## src/rtl/core/rclf_pkg.sv

```systemverilog
package rclf_pkg;

  localparam int MAX_BOXES_DEF = 16;
  localparam int MAX_RESULTS   = 16;
  localparam int PC_W          = $clog2(MAX_RESULTS + 1);
  localparam int Q_DEPTH       = 4;
  localparam int Q_PTR_W       = $clog2(Q_DEPTH);
  localparam int Q_CNT_W       = $clog2(Q_DEPTH + 1);

  localparam int S_TDATA_W = 136;
  localparam int M_TDATA_W = 72;
  localparam int CFG_IDX_W = 3;
  localparam int CFG_DAT_W = 16;

  typedef enum logic {
    OP_LOAD = 1'b0,
    OP_FILL = 1'b1
  } op_e;

  typedef enum logic [CFG_IDX_W-1:0] {
    CFG_ORIGIN_X  = 3'd0,
    CFG_ORIGIN_Y  = 3'd1,
    CFG_OFFSET_X  = 3'd2,
    CFG_OFFSET_Y  = 3'd3,
    CFG_BOX_COUNT = 3'd4
  } cfg_idx_e;

  typedef enum logic [1:0] {
    BK_IDLE,
    BK_WALK,
    BK_FLUSH
  } bk_state_e;

  typedef struct packed {
    logic signed [15:0] origin_x;
    logic signed [15:0] origin_y;
    logic signed [15:0] offset_x;
    logic signed [15:0] offset_y;
    logic [4:0]         box_count;
  } cfg_t;

  // load: box edges; fill: moved rectangle corners
  typedef struct packed {
    op_e                op;
    logic [3:0]         slot;
    logic signed [17:0] a;
    logic signed [17:0] b;
    logic signed [17:0] c;
    logic signed [17:0] d;
  } q_entry_t;

  typedef struct packed {
    logic signed [15:0] left;
    logic signed [15:0] top;
    logic signed [15:0] right;
    logic signed [15:0] bottom;
  } box_t;

  typedef struct packed {
    logic            idle;
    logic            held_valid;
    logic            push;
    logic            push_last;
    logic [PC_W-1:0] piece_cnt;
  } bk_status_t;

endpackage

```

## src/rtl/core/rclf_front.sv

```systemverilog
module rclf_front (
  input  logic                                 clk_i,
  input  logic                                 rst_ni,
  input  rclf_pkg::cfg_t                       cfg_i,
  input  logic                                 s_axis_tvalid_i,
  output logic                                 s_axis_tready_o,
  input  logic [rclf_pkg::S_TDATA_W-1:0]       s_axis_tdata_i,
  input  logic                                 s_axis_tuser_i,
  input  logic                                 q_full_i,
  output logic                                 q_push_o,
  output rclf_pkg::q_entry_t                   q_data_o
);
  import rclf_pkg::*;

  logic [3:0]         box_index;
  logic signed [15:0] box_left, box_top, box_right, box_bottom;
  logic signed [15:0] rect_x, rect_y;
  logic [15:0]        rect_w, rect_h;
  logic signed [17:0] fx1, fy1, fx2, fy2;
  logic               seen_q;

  assign box_index  = s_axis_tdata_i[3:0];
  assign box_left   = s_axis_tdata_i[19:4];
  assign box_top    = s_axis_tdata_i[35:20];
  assign box_right  = s_axis_tdata_i[51:36];
  assign box_bottom = s_axis_tdata_i[67:52];
  assign rect_x     = s_axis_tdata_i[83:68];
  assign rect_y     = s_axis_tdata_i[99:84];
  assign rect_w     = s_axis_tdata_i[115:100];
  assign rect_h     = s_axis_tdata_i[131:116];

  assign s_axis_tready_o = !q_full_i && seen_q;
  assign q_push_o        = s_axis_tvalid_i && s_axis_tready_o;

  // hold off the input out of reset until seen_q is set
  always_ff @(posedge clk_i or negedge rst_ni) begin
    if (!rst_ni) begin
      seen_q <= 1'b0;
    end else begin
      seen_q <= 1'b1;
    end
  end

  // rectangle moved by the drawable origin, far corner exclusive
  assign fx1 = $signed({{2{rect_x[15]}}, rect_x}) + $signed({{2{cfg_i.origin_x[15]}}, cfg_i.origin_x});
  assign fy1 = $signed({{2{rect_y[15]}}, rect_y}) + $signed({{2{cfg_i.origin_y[15]}}, cfg_i.origin_y});
  assign fx2 = fx1 + $signed({2'b00, rect_w});
  assign fy2 = fy1 + $signed({2'b00, rect_h});

  always_comb begin
    q_data_o.op   = op_e'(s_axis_tuser_i);
    q_data_o.slot = box_index;
    unique case (op_e'(s_axis_tuser_i))
      OP_LOAD: begin
        q_data_o.a = {{2{box_left[15]}}, box_left};
        q_data_o.b = {{2{box_top[15]}}, box_top};
        q_data_o.c = {{2{box_right[15]}}, box_right};
        q_data_o.d = {{2{box_bottom[15]}}, box_bottom};
      end
      OP_FILL: begin
        q_data_o.a = fx1;
        q_data_o.b = fy1;
        q_data_o.c = fx2;
        q_data_o.d = fy2;
      end
      default: begin
        q_data_o.a = fx1;
        q_data_o.b = fy1;
        q_data_o.c = fx2;
        q_data_o.d = fy2;
      end
    endcase
  end

endmodule

```

## src/rtl/core/rclf_queue.sv

```systemverilog
module rclf_queue (
  input  logic               clk_i,
  input  logic               rst_ni,
  input  logic               push_i,
  input  rclf_pkg::q_entry_t push_data_i,
  output logic               full_o,
  input  logic               pop_i,
  output logic               valid_o,
  output rclf_pkg::q_entry_t pop_data_o
);
  import rclf_pkg::*;

  q_entry_t             mem_q [Q_DEPTH];
  logic [Q_PTR_W-1:0]   wr_ptr_q, rd_ptr_q;
  logic [Q_CNT_W-1:0]   cnt_q;

  assign full_o     = (cnt_q == Q_CNT_W'(Q_DEPTH));
  assign valid_o    = (cnt_q != '0);
  assign pop_data_o = mem_q[rd_ptr_q];

  always_ff @(posedge clk_i) begin
    if (push_i) begin
      mem_q[wr_ptr_q] <= push_data_i;
    end
  end

  always_ff @(posedge clk_i or negedge rst_ni) begin
    if (!rst_ni) begin
      wr_ptr_q <= '0;
      rd_ptr_q <= '0;
      cnt_q    <= '0;
    end else begin
      if (push_i) begin
        wr_ptr_q <= wr_ptr_q + 1'b1;
      end
      if (pop_i) begin
        rd_ptr_q <= rd_ptr_q + 1'b1;
      end
      unique case ({push_i, pop_i})
        2'b10:   cnt_q <= cnt_q + 1'b1;
        2'b01:   cnt_q <= cnt_q - 1'b1;
        default: cnt_q <= cnt_q;
      endcase
    end
  end

endmodule

```

## src/rtl/core/rclf_back.sv

```systemverilog
module rclf_back #(
  parameter int MAX_BOXES = rclf_pkg::MAX_BOXES_DEF
) (
  input  logic                           clk_i,
  input  logic                           rst_ni,
  input  rclf_pkg::cfg_t                 cfg_i,
  input  logic                           q_valid_i,
  input  rclf_pkg::q_entry_t             q_data_i,
  output logic                           q_pop_o,
  output logic                           m_axis_tvalid_o,
  input  logic                           m_axis_tready_i,
  output logic [rclf_pkg::M_TDATA_W-1:0] m_axis_tdata_o,
  output logic                           m_axis_tlast_o,
  output rclf_pkg::bk_status_t           status_o
);
  import rclf_pkg::*;

  localparam int IDX_W = (MAX_BOXES > 1) ? $clog2(MAX_BOXES) : 1;
  localparam int CNT_W = $clog2(MAX_BOXES + 1);

  bk_state_e          state_q, state_d;
  box_t               mem_q [MAX_BOXES];
  box_t               rdata_q;
  logic [CNT_W-1:0]   ia_q, ia_d, cnt;
  logic               b_valid_q, b_valid_d;
  logic signed [17:0] fx1_q, fy1_q, fx2_q, fy2_q;
  logic               held_valid_q;
  logic signed [17:0] held_x_q, held_y_q;
  logic [15:0]        held_w_q, held_h_q;
  logic [PC_W-1:0]    pc_q;
  logic               out_valid_q, out_last_q;
  logic [16:0]        out_x_q, out_y_q;
  logic [15:0]        out_w_q, out_h_q;

  logic signed [17:0] bl, bt, br, bb, ix1, iy1, ix2, iy2, iw, ih, ox, oy;
  logic               issue_ok, nonempty, hit, out_free, consume, adv;
  logic               mem_we, start, rd_en, take, push, push_last, held_clr;

  assign cnt = (32'(cfg_i.box_count) > MAX_BOXES) ? CNT_W'(MAX_BOXES)
                                                  : CNT_W'(cfg_i.box_count);
  assign issue_ok = (ia_q < cnt);

  // intersection of the moved rectangle with the box just read
  assign bl  = {{2{rdata_q.left[15]}}, rdata_q.left};
  assign bt  = {{2{rdata_q.top[15]}}, rdata_q.top};
  assign br  = {{2{rdata_q.right[15]}}, rdata_q.right};
  assign bb  = {{2{rdata_q.bottom[15]}}, rdata_q.bottom};
  assign ix1 = (fx1_q > bl) ? fx1_q : bl;
  assign iy1 = (fy1_q > bt) ? fy1_q : bt;
  assign ix2 = (fx2_q < br) ? fx2_q : br;
  assign iy2 = (fy2_q < bb) ? fy2_q : bb;
  assign iw  = ix2 - ix1;
  assign ih  = iy2 - iy1;
  assign nonempty = (ix1 < ix2) && (iy1 < iy2);
  assign hit      = b_valid_q && nonempty;
  assign out_free = !out_valid_q || m_axis_tready_i;

  always_comb begin
    state_d   = state_q;
    q_pop_o   = 1'b0;
    mem_we    = 1'b0;
    start     = 1'b0;
    rd_en     = 1'b0;
    take      = 1'b0;
    push      = 1'b0;
    push_last = 1'b0;
    held_clr  = 1'b0;
    ia_d      = ia_q;
    b_valid_d = b_valid_q;
    consume   = 1'b0;
    adv       = 1'b0;
    unique case (state_q)
      BK_IDLE: begin
        if (q_valid_i) begin
          q_pop_o = 1'b1;
          if (q_data_i.op == OP_FILL) begin
            start     = 1'b1;
            ia_d      = '0;
            b_valid_d = 1'b0;
            state_d   = BK_WALK;
          end else begin
            mem_we = (32'(q_data_i.slot) < MAX_BOXES);
          end
        end
      end
      BK_WALK: begin
        // a hit waits only when the held piece cannot move out
        consume = b_valid_q && (!hit || !held_valid_q || out_free);
        adv     = !b_valid_q || consume;
        if (adv) begin
          if (issue_ok) begin
            rd_en     = 1'b1;
            ia_d      = CNT_W'(ia_q + 1'b1);
            b_valid_d = 1'b1;
          end else begin
            b_valid_d = 1'b0;
          end
        end
        if (consume && hit) begin
          take = 1'b1;
          push = held_valid_q;
          if (pc_q == PC_W'(MAX_RESULTS - 1)) begin
            b_valid_d = 1'b0;
            state_d   = BK_FLUSH;
          end
        end
        if (!b_valid_q && !issue_ok) begin
          state_d = BK_FLUSH;
        end
      end
      BK_FLUSH: begin
        if (!held_valid_q) begin
          state_d = BK_IDLE;
        end else if (out_free) begin
          push      = 1'b1;
          push_last = 1'b1;
          held_clr  = 1'b1;
          state_d   = BK_IDLE;
        end
      end
      default: state_d = BK_IDLE;
    endcase
  end

  always_ff @(posedge clk_i or negedge rst_ni) begin
    if (!rst_ni) begin
      state_q      <= BK_IDLE;
      ia_q         <= '0;
      b_valid_q    <= 1'b0;
      held_valid_q <= 1'b0;
      pc_q         <= '0;
      out_valid_q  <= 1'b0;
    end else begin
      state_q   <= state_d;
      ia_q      <= ia_d;
      b_valid_q <= b_valid_d;
      if (start) begin
        pc_q         <= '0;
        held_valid_q <= 1'b0;
      end else if (take) begin
        pc_q         <= pc_q + 1'b1;
        held_valid_q <= 1'b1;
      end else if (held_clr) begin
        held_valid_q <= 1'b0;
      end
      if (push) begin
        out_valid_q <= 1'b1;
      end else if (m_axis_tready_i) begin
        out_valid_q <= 1'b0;
      end
    end
  end

  // clip box table, read one entry a cycle during the walk while no hit waits on the output
  always_ff @(posedge clk_i) begin
    if (mem_we) begin
      mem_q[IDX_W'(q_data_i.slot)] <= '{left:   q_data_i.a[15:0],
                                        top:    q_data_i.b[15:0],
                                        right:  q_data_i.c[15:0],
                                        bottom: q_data_i.d[15:0]};
    end
    if (rd_en) begin
      rdata_q <= mem_q[ia_q[IDX_W-1:0]];
    end
  end

  assign ox = held_x_q + $signed({{2{cfg_i.offset_x[15]}}, cfg_i.offset_x});
  assign oy = held_y_q + $signed({{2{cfg_i.offset_y[15]}}, cfg_i.offset_y});

  always_ff @(posedge clk_i) begin
    if (start) begin
      fx1_q <= q_data_i.a;
      fy1_q <= q_data_i.b;
      fx2_q <= q_data_i.c;
      fy2_q <= q_data_i.d;
    end
    if (take) begin
      held_x_q <= ix1;
      held_y_q <= iy1;
      held_w_q <= iw[15:0];
      held_h_q <= ih[15:0];
    end
    if (push) begin
      out_x_q    <= ox[16:0];
      out_y_q    <= oy[16:0];
      out_w_q    <= held_w_q;
      out_h_q    <= held_h_q;
      out_last_q <= push_last;
    end
  end

  assign m_axis_tvalid_o = out_valid_q;
  assign m_axis_tlast_o  = out_last_q;
  assign m_axis_tdata_o  = {6'b0, out_h_q, out_w_q, out_y_q, out_x_q};

  assign status_o.idle       = (state_q == BK_IDLE);
  assign status_o.held_valid = held_valid_q;
  assign status_o.push       = push;
  assign status_o.push_last  = push_last;
  assign status_o.piece_cnt  = pc_q;

endmodule

```

## src/rtl/core/rect_clip_list_fill.sv

```systemverilog
// Clips fill rectangles against a table of up to MAX_BOXES clip boxes. A load item
// (tuser 0) writes one box into the table; a fill item (tuser 1) is moved by the
// drawable origin and then walked against the first box_count boxes (at most MAX_BOXES),
// one box a cycle through the single read port of the box table while no hit waits on
// a stalled output. Each non-empty piece comes out as one result; the final piece of a
// rectangle has tlast set, and at most 16 pieces come from one rectangle. A four-entry
// queue between the input side and the walker lets new items be taken while a walk is
// running. Table slots that were never loaded must not be walked. The user must write
// configuration only while the block is idle; the block itself does not enforce it.
module rect_clip_list_fill #(
  parameter int MAX_BOXES = rclf_pkg::MAX_BOXES_DEF
) (
  input  logic                           clk_i,
  input  logic                           rst_ni,
  input  logic                           cfg_we_i,
  input  logic [rclf_pkg::CFG_IDX_W-1:0] cfg_idx_i,
  input  logic [rclf_pkg::CFG_DAT_W-1:0] cfg_data_i,
  input  logic                           s_axis_tvalid_i,
  output logic                           s_axis_tready_o,
  // box_index[3:0], box_left[19:4], box_top[35:20], box_right[51:36],
  // box_bottom[67:52], rect_x[83:68], rect_y[99:84], rect_width[115:100],
  // rect_height[131:116], zero pad
  input  logic [rclf_pkg::S_TDATA_W-1:0] s_axis_tdata_i,
  // opcode
  input  logic                           s_axis_tuser_i,
  output logic                           m_axis_tvalid_o,
  input  logic                           m_axis_tready_i,
  // fill_x[16:0], fill_y[33:17], fill_width[49:34], fill_height[65:50], zero pad
  output logic [rclf_pkg::M_TDATA_W-1:0] m_axis_tdata_o,
  output logic                           m_axis_tlast_o
);
  import rclf_pkg::*;

  cfg_t       cfg_q;
  q_entry_t   push_data, pop_data;
  logic       q_push, q_pop, q_full, q_valid;
  bk_status_t bk_status;

  always_ff @(posedge clk_i or negedge rst_ni) begin
    if (!rst_ni) begin
      cfg_q <= '0;
    end else if (cfg_we_i) begin
      unique case (cfg_idx_i)
        CFG_ORIGIN_X:  cfg_q.origin_x  <= cfg_data_i;
        CFG_ORIGIN_Y:  cfg_q.origin_y  <= cfg_data_i;
        CFG_OFFSET_X:  cfg_q.offset_x  <= cfg_data_i;
        CFG_OFFSET_Y:  cfg_q.offset_y  <= cfg_data_i;
        CFG_BOX_COUNT: cfg_q.box_count <= cfg_data_i[4:0];
        default:       cfg_q <= cfg_q;
      endcase
    end
  end

  rclf_front u_front (
    .clk_i           (clk_i),
    .rst_ni          (rst_ni),
    .cfg_i           (cfg_q),
    .s_axis_tvalid_i (s_axis_tvalid_i),
    .s_axis_tready_o (s_axis_tready_o),
    .s_axis_tdata_i  (s_axis_tdata_i),
    .s_axis_tuser_i  (s_axis_tuser_i),
    .q_full_i        (q_full),
    .q_push_o        (q_push),
    .q_data_o        (push_data)
  );

  rclf_queue u_queue (
    .clk_i       (clk_i),
    .rst_ni      (rst_ni),
    .push_i      (q_push),
    .push_data_i (push_data),
    .full_o      (q_full),
    .pop_i       (q_pop),
    .valid_o     (q_valid),
    .pop_data_o  (pop_data)
  );

  rclf_back #(
    .MAX_BOXES (MAX_BOXES)
  ) u_back (
    .clk_i           (clk_i),
    .rst_ni          (rst_ni),
    .cfg_i           (cfg_q),
    .q_valid_i       (q_valid),
    .q_data_i        (pop_data),
    .q_pop_o         (q_pop),
    .m_axis_tvalid_o (m_axis_tvalid_o),
    .m_axis_tready_i (m_axis_tready_i),
    .m_axis_tdata_o  (m_axis_tdata_o),
    .m_axis_tlast_o  (m_axis_tlast_o),
    .status_o        (bk_status)
  );

  // walker back at rest never keeps a piece behind
  a_idle_no_held: assert property (@(posedge clk_i) disable iff (!rst_ni)
    bk_status.idle |-> !bk_status.held_valid)
    else $error("held piece left over after walk");

  a_piece_limit: assert property (@(posedge clk_i) disable iff (!rst_ni)
    bk_status.piece_cnt <= PC_W'(MAX_RESULTS))
    else $error("too many pieces for one rectangle");

  // a piece sent without tlast always has a successor waiting
  a_not_last_has_next: assert property (@(posedge clk_i) disable iff (!rst_ni)
    (bk_status.push && !bk_status.push_last) |=> bk_status.held_valid)
    else $error("piece sent without tlast but none follows");

  a_pop_only_idle: assert property (@(posedge clk_i) disable iff (!rst_ni)
    q_pop |-> (q_valid && bk_status.idle))
    else $error("queue popped while walker busy or queue empty");

endmodule

```

## config.mk

```make
export PLATFORM = sky130hd
export DESIGN_NAME = rect_clip_list_fill
export DESIGN_NICKNAME = d
export VERILOG_FILES = /design/src/rtl/core/rclf_pkg.sv /design/src/rtl/core/rclf_front.sv /design/src/rtl/core/rclf_queue.sv /design/src/rtl/core/rclf_back.sv /design/src/rtl/core/rect_clip_list_fill.sv
export SDC_FILE = /design/constraint.sdc
export NUM_CORES = 2
export LEC_CHECK = 0
export ABC_CLOCK_PERIOD_IN_PS = 6450
export BUFFER_PORTS_ARGS = -buffer_cell sky130_fd_sc_hd__buf_2
export CAP_MARGIN = 20
export CORE_MARGIN = 8
export CORE_UTILIZATION = 35
export CTS_CLUSTER_SIZE = 10
export DETAILED_ROUTE_END_ITERATION = 8
export GPL_ROUTABILITY_DRIVEN = 0
export HOLD_SLACK_MARGIN = 0.03
export PLACE_DENSITY = 0.5
export SYNTH_ARGS = -nofsm -noshare
export SYNTH_HDL_FRONTEND = slang
export SYNTH_SLANG_ARGS = --single-unit
```

## constraint.sdc

```tcl
create_clock -name clk_i -period 6.45 [get_ports clk_i]
set_input_delay 0.9675 -clock clk_i [delete_from_list [all_inputs] [get_ports clk_i]]
set_output_delay 0.9675 -clock clk_i [all_outputs]
set_load 0.1 [all_outputs]
```

==> flow_metrics.tcl <==
set metrics [dict create \
    cp-end-kind "flip-flop" \
    final_layout_size_suffix_gt1_share_pct 27.4 \
    drt_first_pass_iters 5 \
    ctsLongestPathBuffers 3 \
    drtIter0Drc 2908 \
    grt_pass1_wl_mm 280 \
    die-area_sq_um 218000 \
    core_area_sq_um 202000 \
    numCtsBuffers 190 \
    fin_cells 6803 \
    leakagePower_nw 27.4 \
    synth_top_area_share_pct 67.1 \
    min_period_ns 5.93 \
    hold_viol_final 0 \
    crit_required_ns 6.91 \
    place_hpwl_mm 125 \
    ir_drop_uv 413 \
    yosysSeqAreaShare_pct 70.4 \
    period_share_pct 91.9 \
    critPathArrivalTime_ns 6.39 \
    ys_top_cells_by_area "edfxtp_1 (67%), mux4_2 (13%), ha_1 (4.3%), dfrtp_1 (3.2%), mux2_2 (2.6%)" \
    fmax_mhz 169 \
    vias 36057 \
    status "finished, final reports clean" \
    synth_common_cells "edfxtp_1 (1591), mux4_2 (395), ha_1 (245)" \
    hold_end "u_queue.mem_q[1][75]" \
    die_w_um 467 \
    grt_pass1_vias 37059 \
    grtUsageTotal_pct 18.0 \
    reg2reg_from "u_back.fy1_q[3]" \
    cts_max_level 4 \
    cap_viol_max_count 0 \
    antenna_found_initial 22 \
    ios 236 \
    multi_input_area_sq_um 20400 \
    cp_max_fo 44 \
    fill_cells 17954 \
    crit_type "flip-flop to flip-flop" \
    finish.utilization_pct 40.3 \
    path_clk_slew_ns 0.05 \
    fin_nets 4453 \
    hold_depth 1 \
    worstMarginPinSlew_ns 1.07 \
    synth-edff-count 1591 \
    clkLatencyLatePin_ns 0.81 \
    synth.distinct_cells 87 \
    min-delay-start "s_axis_tdata_i[3]" \
    grt.overflow.total 0 \
    cts-root-buf "clkbuf_16" \
    yosysWarningCount 0 \
    syn_area_sq_um 71200 \
    r2r_cells 21 \
    drv_slew 0 \
    start_kind "flip-flop" \
    cts_sinks 1683 \
    hold_ws_ns 0.392 \
    grt_max_degree 113 \
    final_antenna_net_count 0 \
    rsz0062_at_grt "no" \
    finalClockSkew_ns 0.0338 \
    fin_setup_tns_ns 0 \
    placedCellCount 6515 \
    yosys.area.top_type "edfxtp_1" \
    rows 165 \
    viasPerCell 5.30 \
    async_flop_share_pct 5.47 \
    seq_area_sq_um 50100 \
    drcViolationCount 0 \
    port_buffers 225 \
    drt-total-wl_mm 199 \
    syn_to_final_growth_pct 14.5 \
    die_y_um 467 \
    ys.flop_type "edfxtp_1" \
    cts_tree "done" \
    avgSynthCellArea_sq_um 19.4 \
    max_slew_margin_pct 27.8 \
    synth_most_common_cell "edfxtp_1" \
    power_density_nw_per_um2 502 \
    hold_path_class "input pin to flip-flop" \
    synth_seq_cells 1683 \
    wl_per_cell_um 29.3 \
    r2r_slack_ns 0.52 \
    setup_viol 0 \
    synthCells 3675 \
    r2r-end "u_back.out_w_q[14]" \
    start_util_pct 35.2 \
]
-- cell families after synthesis --
logic type	after synthesis	synth area share, %
AOI/OAI and AO/OA	358	3.32
other	2	0.0106
buffers and inverters	252	1.42
and+or+nand+nor	371	2.62
muxes	646	16.4
DFF	1683	70.4
adders and majority gates	254	4.56
xor gates and xnor gates	109	1.34
-- timing repair --
action,4_1_cts,5_1_grt
setup buffers,0,0
endpoints found under the hold margin,23,0
hold buffers,1,0
gates resized for setup,0,1
endpoints found under the setup margin,0,27
-- power by group --
part | leakage [nW] | internal, mW | total, mW | switching, mW
Sequential | 15.5 | 15.3 | 16.1 | 0.805
Clock | 2.55 | 5.42 | 9.55 | 4.14
Combinational | 9.37 | 5.89 | 15.3 | 9.37
-- critical path: stages, from the launching register on --
cell and delay, ns:
edfxtp_1 0.41, ha_1 0.31, a21o_1 0.18, a21o_1 0.17
a211oi_1 0.28, o21ai_1 0.11, a221o_1 0.37, o221ai_2 0.27
a21oi_4 0.14, buf_4 0.27, mux2_2 0.30, ha_1 0.38
a21o_1 0.21, a21oi_1 0.16, o221ai_1 0.22, a221oi_2 0.52
o221ai_2 0.24, nor2_2 0.23, nand3_2 0.17, nor2_1 0.15
o21a_4 0.16, buf_12 0.21
-- area by class of cell --
type	instances	area share, %
sequential	1683	61.5
multi-input combinational	1746	25.0
clock buffer	258	6.22
tap	2672	4.10
timing repair buffer	293	2.38
inverter	124	0.574
clock inverter	18	0.252
antenna	9	0.0276
-- metal layers --
metal	vias up	track usage, %	part of all wire, %
met3	239	3.35	4.9
met2	923	30.1	49
met4	6	4.24	2.1
met5	-	0	0.024
li1	15647	-	-
met1	19242	24.5	44
-- flip-flops by register name (all words and copies together), names as in the netlist, 18 cells and up --
name and flops:
cfg_q 69, u_back.fx2_q 18, u_back.fy2_q 18, u_back.mem_q 1024, u_queue.mem_q 300
-- worst max path at each step --
stage,cells past startpoint,end,slack (ns),startpoint
6_report,21,u_back.out_w_q[14],0.52,u_back.fy1_q[3]
5_1_grt,22,u_back.out_h_q[3],0.13,u_back.bt[3]
4_1_cts,21,u_back.out_w_q[15],0.38,u_back.fy1_q[3]
3_5_place_dp,21,u_back.out_w_q[10],0.40,u_back.fy1_q[3]
3_3_place_gp,22,u_back.out_w_q[10],0.34,u_back.bt[3]
2_1_floorplan,21,u_back.m_axis_tlast_o,0.02,u_back.fy1_q[3]
-- layout by cell type (no fill, tap or decap), types with 34 or more instances in the layout --
master	netlist	final
nand2_1	81	81
clkbuf_1	75	64
nand3_1	34	34
buf_2	7	223
dfrtp_1	92	86
ha_1	245	245
nor2_1	100	84
o21ai_0	56	56
a21o_1	51	51
inv_1	121	121
xnor2_1	78	78
a21oi_1	93	91
mux2_2	167	167
mux2i_1	67	67
clkbuf_16	0	192
edfxtp_1	1591	1591
mux4_2	395	395
buf_4	6	45
-- through the flow --
step | instance area [sq um] | total power [mW] | worst slack, ns
global route | 81500 | 43.1 | 0.128
detailed placement | 76200 | 31.8 | 0.401
floorplan | 71200 | 26.3 | 0.0165
CTS | 81500 | 41.5 | 0.381
finish | 81500 | 40.9 | 0.519
global placement | 76200 | 31.7 | 0.340
Power figures use the tool's default switching activity.
